--- config.mk ---
export PLATFORM = sky130hd
export DESIGN_NAME = image_buffer_size_calc_unit
export DESIGN_NICKNAME = d
export VERILOG_FILES = /design/src/ibsc_pkg.sv /design/src/ibsc_decode.sv /design/src/image_buffer_size_calc_unit.sv
export SDC_FILE = /design/constraint.sdc
export NUM_CORES = 1
export LEC_CHECK = 0
export BUFFER_PORTS_ARGS = -buffer_cell sky130_fd_sc_hd__buf_2
export CORE_AREA = 2 2 225 227
export DETAILED_ROUTE_END_ITERATION = 16
export DIE_AREA = 0 0 227 229
export PLACE_DENSITY = 0.63
export SETUP_SLACK_MARGIN = 0.3
export SYNTH_ARGS = -nofsm -noshare
export SYNTH_HDL_FRONTEND = slang
export SYNTH_SLANG_ARGS = --single-unit
export TNS_END_PERCENT = 50
--- constraint.sdc ---
create_clock -name clk -period 8.53 [get_ports clk]
set_clock_uncertainty 0.1 [all_clocks]
set_input_delay 1.2795 -clock clk [delete_from_list [all_inputs] [get_ports clk]]
set_output_delay 1.2795 -clock clk [all_outputs]
set_load 0.02 [all_outputs]
--- src/ibsc_pkg.sv ---
// Package for the image buffer size calculator: input codes, size kinds and
// the request that the decode stage hands to the multiplier stage.
// No dependencies.
`timescale 1ns / 1ps

package ibsc_pkg;

  // Pixel format codes.
  localparam logic [3:0] PIX_INVALID = 4'd0;
  localparam logic [3:0] PIX_RGBA8888 = 4'd1;
  localparam logic [3:0] PIX_BGRA32 = 4'd2;
  localparam logic [3:0] PIX_I420 = 4'd3;
  localparam logic [3:0] PIX_M420 = 4'd4;
  localparam logic [3:0] PIX_NV12 = 4'd5;
  localparam logic [3:0] PIX_MJPEG = 4'd7;
  localparam logic [3:0] PIX_YV12 = 4'd8;
  localparam logic [3:0] PIX_L8 = 4'd13;

  // Layout modifier codes.
  localparam logic [2:0] MOD_LINEAR = 3'd0;
  localparam logic [2:0] MOD_X_TILED = 3'd1;
  localparam logic [2:0] MOD_Y_TILED = 3'd2;
  localparam logic [2:0] MOD_YF_TILED = 3'd3;
  localparam logic [2:0] MOD_BLK16X16 = 3'd4;
  localparam logic [2:0] MOD_BLK32X8 = 3'd5;

  localparam int unsigned OP_A_W = 20;
  localparam int unsigned OP_B_W = 16;
  localparam int unsigned PROD_W = OP_A_W + OP_B_W;
  localparam int unsigned SIZE_W = 37;

  // How the product turns into a size.
  typedef enum logic [2:0] {
    KIND_NONE,
    KIND_LINEAR,
    KIND_LIN420,
    KIND_TILE,
    KIND_BLOCK
  } size_kind_t;

  typedef struct packed {
    size_kind_t          kind;
    logic [OP_A_W-1:0]   op_a;
    logic [OP_B_W-1:0]   op_b;
  } mul_req_t;

endpackage

--- src/ibsc_decode.sv ---
// Decode of format and layout codes into a multiply request for the image
// buffer size calculator. Depends on ibsc_pkg.
`timescale 1ns / 1ps

module ibsc_decode (
  input  logic [3:0]            pixel_code,
  input  logic                  modifier_present,
  input  logic [2:0]            modifier_code,
  input  logic [15:0]           img_width,
  input  logic [15:0]           img_height,
  input  logic [19:0]           row_bytes,
  output ibsc_pkg::mul_req_t    req
);

  logic        linear_layout;
  logic        linear_fmt;
  logic        planar420;
  logic        rgba32;
  logic [16:0] w_128;
  logic [16:0] w_32;
  logic [16:0] w_16;
  logic [15:0] h_32;
  logic [15:0] h_16;
  logic [15:0] h_8;

  // Ceiling divisions by powers of two: add the divisor less one, then shift.
  assign w_128 = ({1'b0, img_width} + 17'd127) >> 7;
  assign w_32  = ({1'b0, img_width} + 17'd31) >> 5;
  assign w_16  = ({1'b0, img_width} + 17'd15) >> 4;
  assign h_32  = 16'(({1'b0, img_height} + 17'd31) >> 5);
  assign h_16  = 16'(({1'b0, img_height} + 17'd15) >> 4);
  assign h_8   = 16'(({1'b0, img_height} + 17'd7) >> 3);

  assign linear_layout = !modifier_present || (modifier_code == ibsc_pkg::MOD_LINEAR);
  assign linear_fmt = (pixel_code != ibsc_pkg::PIX_INVALID) &&
                      (pixel_code <= ibsc_pkg::PIX_L8) &&
                      (pixel_code != ibsc_pkg::PIX_MJPEG);
  assign planar420 = (pixel_code == ibsc_pkg::PIX_I420) ||
                     (pixel_code == ibsc_pkg::PIX_M420) ||
                     (pixel_code == ibsc_pkg::PIX_NV12) ||
                     (pixel_code == ibsc_pkg::PIX_YV12);
  assign rgba32 = (pixel_code == ibsc_pkg::PIX_RGBA8888) ||
                  (pixel_code == ibsc_pkg::PIX_BGRA32);

  always_comb begin
    req.kind = ibsc_pkg::KIND_NONE;
    req.op_a = '0;
    req.op_b = '0;
    if (linear_layout) begin
      if (linear_fmt) begin
        req.kind = planar420 ? ibsc_pkg::KIND_LIN420 : ibsc_pkg::KIND_LINEAR;
        req.op_a = row_bytes;
        req.op_b = img_height;
      end
    end else if (rgba32) begin
      unique case (modifier_code)
        ibsc_pkg::MOD_X_TILED: begin
          req.kind = ibsc_pkg::KIND_TILE;
          req.op_a = {3'b0, w_128};
          req.op_b = h_8;
        end
        ibsc_pkg::MOD_Y_TILED, ibsc_pkg::MOD_YF_TILED: begin
          req.kind = ibsc_pkg::KIND_TILE;
          req.op_a = {3'b0, w_32};
          req.op_b = h_32;
        end
        ibsc_pkg::MOD_BLK16X16: begin
          req.kind = ibsc_pkg::KIND_BLOCK;
          req.op_a = {3'b0, w_16};
          req.op_b = h_16;
        end
        ibsc_pkg::MOD_BLK32X8: begin
          req.kind = ibsc_pkg::KIND_BLOCK;
          req.op_a = {3'b0, w_32};
          req.op_b = h_8;
        end
        default: begin
          req.kind = ibsc_pkg::KIND_NONE;
        end
      endcase
    end
  end

endmodule

--- src/image_buffer_size_calc_unit.sv ---
// Top level of the image buffer size calculator: input register, multiply
// stage and output register. Depends on ibsc_pkg and ibsc_decode.
// An accepted request passes the input, product and output registers in turn.
// Throughput: one request per cycle while out_tready is high; every stage is
// registered on both sides. Reset (rst_n low, synchronous) empties all three
// stages; payload registers are not cleared.
`timescale 1ns / 1ps

module image_buffer_size_calc_unit (
  input  logic        clk,
  input  logic        rst_n,
  input  logic        in_tvalid,
  output logic        in_tready,
  // Fields from bit 0 up: pixel_code[3:0], modifier_present[4],
  // modifier_code[7:5], img_width[23:8], img_height[39:24],
  // row_bytes[59:40], zero padding[63:60].
  input  logic [63:0] in_tdata,
  output logic        out_tvalid,
  input  logic        out_tready,
  // Fields from bit 0 up: supported[0], size_bytes[37:1], zero padding[39:38].
  output logic [39:0] out_tdata
);

  // Stage 1 holds the raw request. Stage 2 holds the product and how it is
  // to be scaled. Stage 3 is the result register.
  logic                        in_v_r, in_v_nxt;
  logic [59:0]                 in_data_r;
  logic                        prod_v_r, prod_v_nxt;
  ibsc_pkg::size_kind_t        prod_kind_r;
  logic [ibsc_pkg::PROD_W-1:0] prod_r;
  logic                        out_v_r, out_v_nxt;
  logic                        out_ok_r;
  logic [ibsc_pkg::SIZE_W-1:0] out_size_r;

  logic                        rdy_a, rdy_b, rdy_out;
  ibsc_pkg::mul_req_t          req;
  logic [ibsc_pkg::PROD_W-1:0] prod_nxt;
  logic [ibsc_pkg::SIZE_W-1:0] size_nxt;
  logic                        ok_nxt;
  logic [ibsc_pkg::PROD_W-1:0] hdr_blocks;

  // Each stage advances when the stage after it is empty or moving, so a
  // result waiting on out_tready does not stop the earlier stages from filling.
  assign rdy_out   = !out_v_r || out_tready;
  assign rdy_b     = !prod_v_r || rdy_out;
  assign rdy_a     = !in_v_r || rdy_b;
  assign in_tready = rdy_a;

  ibsc_decode u_decode (
    .pixel_code       (in_data_r[3:0]),
    .modifier_present (in_data_r[4]),
    .modifier_code    (in_data_r[7:5]),
    .img_width        (in_data_r[23:8]),
    .img_height       (in_data_r[39:24]),
    .row_bytes        (in_data_r[59:40]),
    .req              (req)
  );

  assign prod_nxt = ibsc_pkg::PROD_W'(req.op_a) * ibsc_pkg::PROD_W'(req.op_b);

  // A block layout needs a 16-byte header per block, rounded up to 1024
  // bytes, which is one 1 KiB unit per 64 blocks rounded up.
  assign hdr_blocks = (prod_r + ibsc_pkg::PROD_W'(63)) >> 6;

  always_comb begin
    ok_nxt   = 1'b1;
    size_nxt = '0;
    unique case (prod_kind_r)
      ibsc_pkg::KIND_LINEAR: size_nxt = ibsc_pkg::SIZE_W'(prod_r);
      // Three halves truncated equals the value plus half of it truncated.
      ibsc_pkg::KIND_LIN420: size_nxt = ibsc_pkg::SIZE_W'(prod_r) +
                                        ibsc_pkg::SIZE_W'(prod_r >> 1);
      ibsc_pkg::KIND_TILE:   size_nxt = ibsc_pkg::SIZE_W'(prod_r) << 12;
      // Each block holds 1024 bytes of pixels in either block shape.
      ibsc_pkg::KIND_BLOCK:  size_nxt = (ibsc_pkg::SIZE_W'(prod_r) +
                                         ibsc_pkg::SIZE_W'(hdr_blocks)) << 10;
      default: begin
        ok_nxt   = 1'b0;
        size_nxt = '0;
      end
    endcase
  end

  always_comb begin
    in_v_nxt   = rdy_a ? in_tvalid : in_v_r;
    prod_v_nxt = rdy_b ? in_v_r : prod_v_r;
    out_v_nxt  = rdy_out ? prod_v_r : out_v_r;
  end

  always_ff @(posedge clk) begin
    if (!rst_n) begin
      in_v_r   <= 1'b0;
      prod_v_r <= 1'b0;
      out_v_r  <= 1'b0;
    end else begin
      in_v_r   <= in_v_nxt;
      prod_v_r <= prod_v_nxt;
      out_v_r  <= out_v_nxt;
    end
  end

  always_ff @(posedge clk) begin
    if (in_tvalid && rdy_a) begin
      in_data_r <= in_tdata[59:0];
    end
    if (in_v_r && rdy_b) begin
      prod_kind_r <= req.kind;
      prod_r      <= prod_nxt;
    end
    if (prod_v_r && rdy_out) begin
      out_ok_r   <= ok_nxt;
      out_size_r <= size_nxt;
    end
  end

  assign out_tvalid = out_v_r;
  assign out_tdata  = {2'b00, out_size_r, out_ok_r};

`ifndef ASSERT_OFF
  a_unsup_zero: assert property (@(posedge clk) disable iff (!rst_n)
    out_tvalid && !out_tdata[0] |-> out_tdata[37:1] == '0)
    else $error("unsupported result carries a nonzero size");

  a_accept_fills: assert property (@(posedge clk) disable iff (!rst_n)
    in_tvalid && in_tready |=> in_v_r)
    else $error("accepted request did not reach the input register");

  a_stage2_hold: assert property (@(posedge clk) disable iff (!rst_n)
    prod_v_r && !rdy_out |=> prod_v_r && $stable(prod_r))
    else $error("product stage lost data while stalled");

  a_tile_align: assert property (@(posedge clk) disable iff (!rst_n)
    prod_v_r && rdy_out && prod_kind_r == ibsc_pkg::KIND_TILE
    |=> out_tdata[0] && out_tdata[12:1] == '0)
    else $error("tiled size is not a whole number of tiles");

  a_block_align: assert property (@(posedge clk) disable iff (!rst_n)
    prod_v_r && rdy_out && prod_kind_r == ibsc_pkg::KIND_BLOCK
    |=> out_tdata[0] && out_tdata[10:1] == '0)
    else $error("block layout size is not 1 KiB aligned");
`endif

endmodule

== Word-level counts from Yosys, hierarchy flattened ==
Cells that the tools add are included.
Widths: inputs -> output; s select.

* $add $sub $neg: 9
* $mul: 1
* Order comparisons: 1
* Eq/ne operators: 16
* Mux-type cells: 8
* Reduce and logical (&&, ||, !) cells: 23

{| class="wikitable"
|+ Operators with widths
! operator !! number
|-
| $pmux 37 s4 || 1
|-
| $pmux 29 s4 || 1
|-
| $mux 39 || 2
|-
| $mux 38 || 1
|-
| $add 36x35->37 || 1
|-
| $mul 20x16->36 || 1
|-
| $add 16x4->17 const B || 2
|-
| $add 16x5->17 const B || 2
|-
| $add 33x6->33 const B || 1
|-
| $add 27x27->27 || 1
|-
| $add 16x3->17 const B || 1
|-
| $add 16x7->17 const B || 1
|-
| $eq 3x2->1 const B || 4
|-
| $eq 3x3->1 const B || 3
|-
| $eq 4x2->1 const B || 2
|-
| $eq 4x3->1 const B || 2
|-
| $logic_or 1x1->1 || 8
|-
| $eq 3x1->1 const B || 2
|-
| $pmux 3 s2 || 1
|-
| $logic_and 1x1->1 || 5
|-
| $eq 4x1->1 const B || 1
|-
| $eq 4x4->1 const B || 1
|-
| $le 4x4->1 const B || 1
|-
| $logic_not 1->1 || 4
|-
| 8 further kinds || 9
|}

* Bits in registers: 140
* Input bits: 68
* Output and inout port bits: 42
* Logic and storage cells: 66

== Logic depth before layout (Yosys ltp) ==
Gate-level depths: netlist of the first run.

* Word-level depth: 8
* Gate-level depth with buffers: 33
* Depth with buffers taken out: 29

== Cells and area by module ==
A second synthesis of the first run with hierarchy kept.

* Cell total of the unflattened synthesis: 2322
* Area total of the unflattened synthesis: 21366.7 µm²

{| class="wikitable"
|+ Modules (own cells, without submodules)
! module !! instances !! cells each !! area each (µm²) !! seq. area each (µm²)
|-
| image_buffer_size_calc_unit || 1 || 1982 || 19109.6 || 4174.0
|-
| ibsc_decode || 1 || 340 || 2257.2 || 0.0
|}

== Worst setup path after synthesis of the first run ==
OpenSTA, ideal clock, no wires.

* Kind: register to register
* Start: register in_data_r[8]
* End: register prod_r[30] (netlist bit), data pin
* Setup time: 0.264 ns
* Data arrival time: 7.326 ns
* Data required time: 8.166 ns
* Path slack: 0.839 ns
* Cell stages (with the launch flop): 28
* Buffers on the path: 0
* Period minus slack after synthesis: 7.691 ns
* Cells stage by stage: edfxtp_1 -> or4_4 -> o21ai_4 -> nor2_2 -> and3_1 -> xor2_1 -> a222oi_1 -> o21a_2 -> nor2_1 -> fa_1 -> inv_1 -> fa_1 -> fa_1 -> fa_1 -> inv_1 -> fa_1 -> inv_1 -> fa_1 -> inv_1 -> ha_1 -> a21oi_1 -> nor2b_1 -> a2111oi_0 -> a21o_1 -> a211oi_2 -> or2_2 -> nor4bb_1 -> nor3_1

* Longest elaborated chain between the ends: 5
* Elaborated cells on any way between the ends: 7
* Those cells by class: add/sub (3); mul (1); mux (3)

{| class="wikitable"
|+ Ends and longest elaborated chain
! item !! RTL line !! RTL
|-
| from (decl) || image_buffer_size_calc_unit.sv:27 || <nowiki>logic [59:0] in_data_r;</nowiki>
|-
| from (signal assigned) || image_buffer_size_calc_unit.sv:104 || <nowiki>in_data_r <= in_tdata[59:0];</nowiki>
|-
| $add 16x5->17 (tied with other cells) || ibsc_decode.sv:28 || <nowiki>assign w_32 = ({1'b0, img_width} + 17'd31) >> 5;</nowiki>
|-
| $pmux 29 s4 (*) || ibsc_decode.sv:56 || <nowiki>unique case (modifier_code)</nowiki>
|-
| $mux 39 (*) || ibsc_decode.sv:55 || <nowiki>end else if (rgba32) begin</nowiki>
|-
| $mux 39 (*) || ibsc_decode.sv:49 || <nowiki>if (linear_layout) begin</nowiki>
|-
| $mul 20x16->36 (*) || image_buffer_size_calc_unit.sv:59 || <nowiki>assign prod_nxt = ibsc_pkg::PROD_W'(req.op_a) * ibsc_pkg::PROD_W'(req.op_b);</nowiki>
|-
| via prod_nxt (one bit) || image_buffer_size_calc_unit.sv:37 || <nowiki>logic [ibsc_pkg::PROD_W-1:0] prod_nxt;</nowiki>
|-
| to (signal assigned) || image_buffer_size_calc_unit.sv:108 || <nowiki>prod_r <= prod_nxt;</nowiki>
|-
| to (decl) || image_buffer_size_calc_unit.sv:30 || <nowiki>logic [ibsc_pkg::PROD_W-1:0] prod_r;</nowiki>
|}

Mark *: on every way through the listed nets, which the timed path passes. The rest lies on a longest branch.
A chain may end at the register's enable or synchronous reset.

== Worst setup path in the final report of the first run ==
* Start: register in_data_r[27]
* End: register prod_r[32] (netlist bit), data pin

* Longest elaborated chain between the ends: 5
* Elaborated cells on any way between the ends: 8
* Those cells by class: add/sub (3); mul (1); mux (4)

{| class="wikitable"
|+ Ends and longest elaborated chain
! item !! RTL line !! RTL
|-
| $add 16x3->17 (tied with other cells) || ibsc_decode.sv:32 || <nowiki>assign h_8 = 16'(({1'b0, img_height} + 17'd7) >> 3);</nowiki>
|-
| $pmux 29 s4 || ibsc_decode.sv:56 ||
|-
| $mux 39 || ibsc_decode.sv:55 ||
|-
| $mux 39 (*) || ibsc_decode.sv:49 ||
|-
| $mul 20x16->36 (*) || image_buffer_size_calc_unit.sv:59 ||
|-
| via prod_nxt (one bit) || image_buffer_size_calc_unit.sv:37 ||
|}

Marked as above.

==> results.yml, run 1 <==
final_layout:
  n_antenna_cell: 0
  drive_above_1_share_pct: 13.55
  layout_commonest_cell: "inv_1"
  syn_to_final_growth_pct: 12.88
  nNetsFinal: 3081
  layout_common_cells: "inv_1 (322), nand2_1 (293), fa_1 (251), nor2_1 (207), ha_1 (169)"
worst_setup_path:
  worstSetupEndpoint: "prod_r[32]"
  r2r_cells: 28
  worstSetupStartpoint: "in_data_r[27]"
  crit_top_cell: "fa_1"
  worstPathRequired_ns: 8.66
  worstReg2RegStart: "in_data_r[27]"
  timing.rr.end: "prod_r[32]"
  r2r_slack_ns: 0.54
  start_kind: "flop"
  cp_slowest_cell: "or4_4"
  critPathMaxStageDelay_ns: 0.60
  path_class: "reg -> reg"
  cp_data_arrival_time_ns: 8.11
  critPathCaptureType: "flop"
  path_max_fanout: 20
synthesis:
  syn_area_mm2: 0.02156
  async_flop_share_pct: 0
  synth_cell_types: 94
  synth-seq-cells: 140
  synth_edf_count: 137
  ys_seq_area_share_pct: 19.36
  yosysWarnings: 0
  synth_cells: 2459
  synth.avg_cell_area_um2: 8.768
  synthFlopType: "edfxtp_1"
clock_network:
  clock-root-buffer: "clkbuf_16"
  ctsHtreeMaxLevel: 4
  clock_sinks: 140
  ctsHoldBuffers: 0
  cts_buffers: 17
  cts_tree: "built"
  cts.path.max_buffers: 2
  clk_latency_ns: 0.49
  clk_pin_slew_worst_paths_ns: 0.07
floorplan:
  start_util_pct: 43.42
  row_count: 82
  ioPinCount: 110
  core_mm2: 0.04966
  die_w_um: 227
  dieHeight_um: 229
  die_area_mm2: 0.05198
global_route:
  grt_max_degree: 61
  gr-total-overflow: 0
  grt_pass1_wl_um: 97510
  grt_use_total_pct: 23.96
  antenna_found_initial: 0
  grt_pass1_vias: 18587
route:
  drc: 0
  wl_um: 60310
  top_layer_used: "met4"
  dr_wl_met2_um: 28960
  drtPass1Iterations: 5
  wl_met3_um: 3438
  drt-met1-wl_um: 25900
  via_per_inst: 5.533
  detail-route-antenna-nets: 0
  vias: 18086
  drt_iter0_drc: 1260
  wl_per_cell_um: 18.45
power_and_ir_drop:
  fin_total_pwr_mw: 5.598
  leakage_nw: 10.73
  vdd_ir_drop_max_v: 0.0001487
  p_per_area_mw_per_mm2: 230.0
worst_hold_path:
  hold_depth: 2
  hp-class: "reg -> reg"
  hp-start: "in_v_r"
timing:
  rsz0062_at_grt: "true"
  worst_pin_slew_ns: 1.135
  min_period_over_period_pct: 93.62
  slew_headroom_pct: 24.06
  hold_viol_final: 0
  fmaxAchievable_mhz: 125.2
  setup_tns_ns: 0
  fin_crit_ns: 7.986
  drv_slew: 0
  setup_viol: 0
status:
  outcome: "complete, no violations"
place:
  dp.final_hpwl_um: 48140
  numPortBuffers: 103
  routabilityCongestion: 0.9590
job:
  maxCapViolCount: 0
[critical path, delay by kind of cell, from the launching register on]
kind                     cells  cell delay [ns]
adder cells (fa/ha/maj)      7             3.42
AND/OR/NAND/NOR              8             1.73
AO/OA/AOI/OAI                6             1.36
flip-flops                   1             0.43
buffers and inverters        5             0.40
XOR/XNOR                     2             0.24
[worst min path at each step]
stage	end	slack, ns
after floorplan	prod_v_r	0.40
after global placement	prod_v_r	0.46
after detailed placement	prod_v_r	0.48
after CTS	prod_v_r	0.48
after global routing	prod_v_r	0.55
final	prod_v_r	0.48
[metrics by stage]
step	worst slack, ns	cells	utilization, %	hold slack, ns	instance area [um^2]
2_1_floorplan	0.8391	2460	-	0.3977	21560
3_3_place_gp	0.2004	3198	46.52	0.4585	23100
3_5_place_dp	0.02372	3198	46.52	0.4768	23100
4_1_cts	0.2950	3239	48.00	0.4830	23830
5_1_grt	0.2610	3269	49.01	0.5465	24340
6_report	0.5445	3269	49.01	0.4791	24340
[what timing repair did]
item / CTS / global route
setup buffers: 9 / 30
pin swaps: 4 / 24
endpoints found under the setup margin: 11 / 15
hold endpoints to repair: 0 / 0
gates resized for setup: 14 / 65
[sequential cells by signal, indices dropped and copies added (netlist names)]
| name | flops |
|---|---|
| in_data_r | 60 |
| out_size_r | 37 |
| prod_r | 36 |
| prod_kind_r | 3 |
| in_v_r | 1 |
| out_ok_r | 1 |
| out_tvalid | 1 |
| prod_v_r | 1 |
[cell families after synthesis]
| group | count (synthesis) | share of synthesized area [%] |
|---|---|---|
| AOI/OAI and AO/OA | 489 | 14.89 |
| xor gates and xnor gates | 149 | 6.053 |
| adders and majority gates | 429 | 33.67 |
| buffers and inverters | 444 | 8.189 |
| DFF | 140 | 19.36 |
| muxes | 28 | 1.312 |
| other | 1 | 0.01739 |
| and+or+nand+nor | 779 | 16.51 |
[routing by layer]
metal  vias to the layer above  GRT usage [%]
met5                         -              0
met4                         0          9.436
met3                       123          4.157
met2                       607          39.96
met1                      8833          30.84
li1                       8523              -
[cell type report]
| type | count | area [um^2] |
|---|---|---|
| timing repair buffer | 224 | 1506 |
| fill | 4765 | 25320 |
| clock buffer | 17 | 425.4 |
| sequential | 140 | 4174 |
| inverter | 325 | 1220 |
| tap | 672 | 840.8 |
| clock inverter | 15 | 190.2 |
| multi-input combinational | 1876 | 15980 |
[power breakdown]
part	total (mW)	internal, mW	switching (mW)
Combinational	3.72	1.51	2.21
Clock	0.805	0.446	0.359
Sequential	1.07	0.911	0.161
[Yosys cell counts (21+ instances only)]
cell type	n	area share, %
inv_1	324	5.6
nand2_1	296	5.2
fa_1	252	23
nor2_1	208	3.6
ha_1	177	10
a21oi_1	141	3.3
edfxtp_1	137	19
o21ai_0	90	2.1
xnor2_1	86	3.5
clkbuf_1	69	1.2
xor2_1	63	2.6
nand3_1	58	1.3
nand2b_1	46	1.3
a21o_1	45	1.6
buf_2	35	0.81
nor3_1	33	0.77
and2_1	29	0.84
mux2i_1	26	1.2
nand4_1	24	0.70
a211oi_1	21	0.73
nor2b_1	21	0.61
Note: power is estimated with default switching activity, not from simulation.
==> inputs of run 2 (changes only) <==
clock period = 8.3 ns   (was 8.53 ns; I/O delays follow)
==> results.yml, run 2 (synthesis gave the netlist of run 1 again) <==
global_route:
  grt_use_total_pct: 24.28
  grt_max_degree: 61
  antenna_found_initial: 0
  grt_pass1_wl_um: 98790
  grt_pass1_vias: 18621
  gr-total-overflow: 0
worst_setup_path:
  start_kind: "flop"
  crit_top_cell: "fa_1"
  critPathCaptureType: "flop"
  path_class: "reg -> reg"
  cp_data_arrival_time_ns: 7.90
  worstPathRequired_ns: 8.44
  critPathMaxStageDelay_ns: 0.59
  path_max_fanout: 5
  cp_slowest_cell: "or4_4"
route:
  wl_per_cell_um: 18.58
  detail-route-antenna-nets: 0
  drt_iter0_drc: 1399
  wl_um: 61780
  via_per_inst: 5.520
  vias: 18358
  drc: 0
  drtPass1Iterations: 5
floorplan:
  row_count: 82
  ioPinCount: 110
  dieHeight_um: 229
  start_util_pct: 43.42
  die_area_mm2: 0.05198
  die_w_um: 227
  core_mm2: 0.04966
power_and_ir_drop:
  p_per_area_mw_per_mm2: 238.0
  vdd_ir_drop_max_v: 0.0001329
  fin_total_pwr_mw: 5.952
  leakage_nw: 11.06
clock_network:
  clk_latency_ns: 0.50
  clk_pin_slew_worst_paths_ns: 0.07
  cts.path.max_buffers: 2
  clock-root-buffer: "clkbuf_16"
  cts_buffers: 17
  clock_sinks: 140
  cts_tree: "built"
  ctsHtreeMaxLevel: 4
place:
  routabilityCongestion: 0.9377
  dp.cells: 3239
  dp.final_hpwl_um: 48680
  numPortBuffers: 103
  postPlaceCellArea_mm2: 0.02342
  dpl_worst_slack_ns: 0.02464
final_layout:
  nNetsFinal: 3138
  layout.cells.non_filler: 3326
  top_register: "in_data_r"
  largest_reg_flops: 60
  drive_above_1_share_pct: 16.62
  final_cell_area_mm2: 0.02501
  fin_util_pct: 50.36
  layout_common_cells: "inv_1 (316), nand2_1 (291), fa_1 (244), nor2_1 (206), ha_1 (166)"
  syn_to_final_growth_pct: 15.99
  layout_top_registers: "in_data_r (60), out_size_r (37), prod_r (36)"
  layout_commonest_cell: "inv_1"
  n_antenna_cell: 0
timing:
  rsz0062_at_grt: "true"
  setup_viol: 0
  min_period_over_period_pct: 93.54
  setup_tns_ns: 0
  fmaxAchievable_mhz: 128.8
  slew_headroom_pct: 22.99
  finalWorstSetupSlack_ns: 0.5363
  hold_viol_final: 0
  drv_slew: 0
  fin_crit_ns: 7.764
  whs_ns: 0.4875
  worst_pin_slew_ns: 1.151
status:
  outcome: "complete, no violations"
job:
  maxCapViolCount: 0
worst_hold_path:
  hp-class: "reg -> reg"
## run 2: changes by cell type in the layout (fill, tap and decap cells not counted), moves of 5 or more
cell,previous run,this run
fa_1,251,244
a21oi_2,2,10
inv_1,322,316
buf_4,113,159
fa_2,1,8
ha_4,5,10
inv_2,3,9
a21oi_1,140,132
## run 2: final timing paths
path | to | slack (ns) | from | cells after the start
setup reg to reg | prod_r[35] | 0.54 | in_data_r[27] | 32
setup / recovery | prod_r[35] | 0.54 | in_data_r[27] | 32
hold / removal | prod_v_r | 0.49 | in_v_r | 2
hold reg to reg | prod_v_r | 0.49 | in_v_r | 2
## run 2: metal layers
metal / track usage [%] / share of wire (%) / vias to the layer above
met5: 0 / 0 / -
met1: 31.35 / 43 / 8949
met3: 3.784 / 5.6 / 144
li1: - / - / 8633
met4: 9.232 / 3.9 / 0
met2: 40.85 / 48 / 632
## run 2: layout make-up
type,count,area (um^2)
clock buffers,17,425.4
multi-input cells,1876,16120
fillers,4726,24650
clock inverters,15,186.4
well taps,672,840.8
inverters,325,1220
repair buffers,281,2037
flip-flops and latches,140,4174
## run 2: power by group
group	switching, mW	internal [mW]
clock network	0.394	0.409
logic	2.34	1.70
registers	0.166	0.935
total	2.90	3.05
## run 2: timing repair
item	in CTS	in global routing
setup buffers	6	46
pin swaps	15	79
endpoints found under the setup margin	9	19
hold buffers	0	0
gates cloned	0	3
gates resized for setup	25	93
## run 2: critical path: cells and delay by family (launching register included)
| family | cells | cell delay [ns] |
|---|---|---|
| AND/OR/NAND/NOR | 8 | 1.59 |
| AO/OA/AOI/OAI | 6 | 1.01 |
| buffers and inverters | 9 | 0.90 |
| adder cells (fa/ha/maj) | 7 | 3.32 |
| XOR/XNOR | 2 | 0.17 |
| flip-flops | 1 | 0.39 |
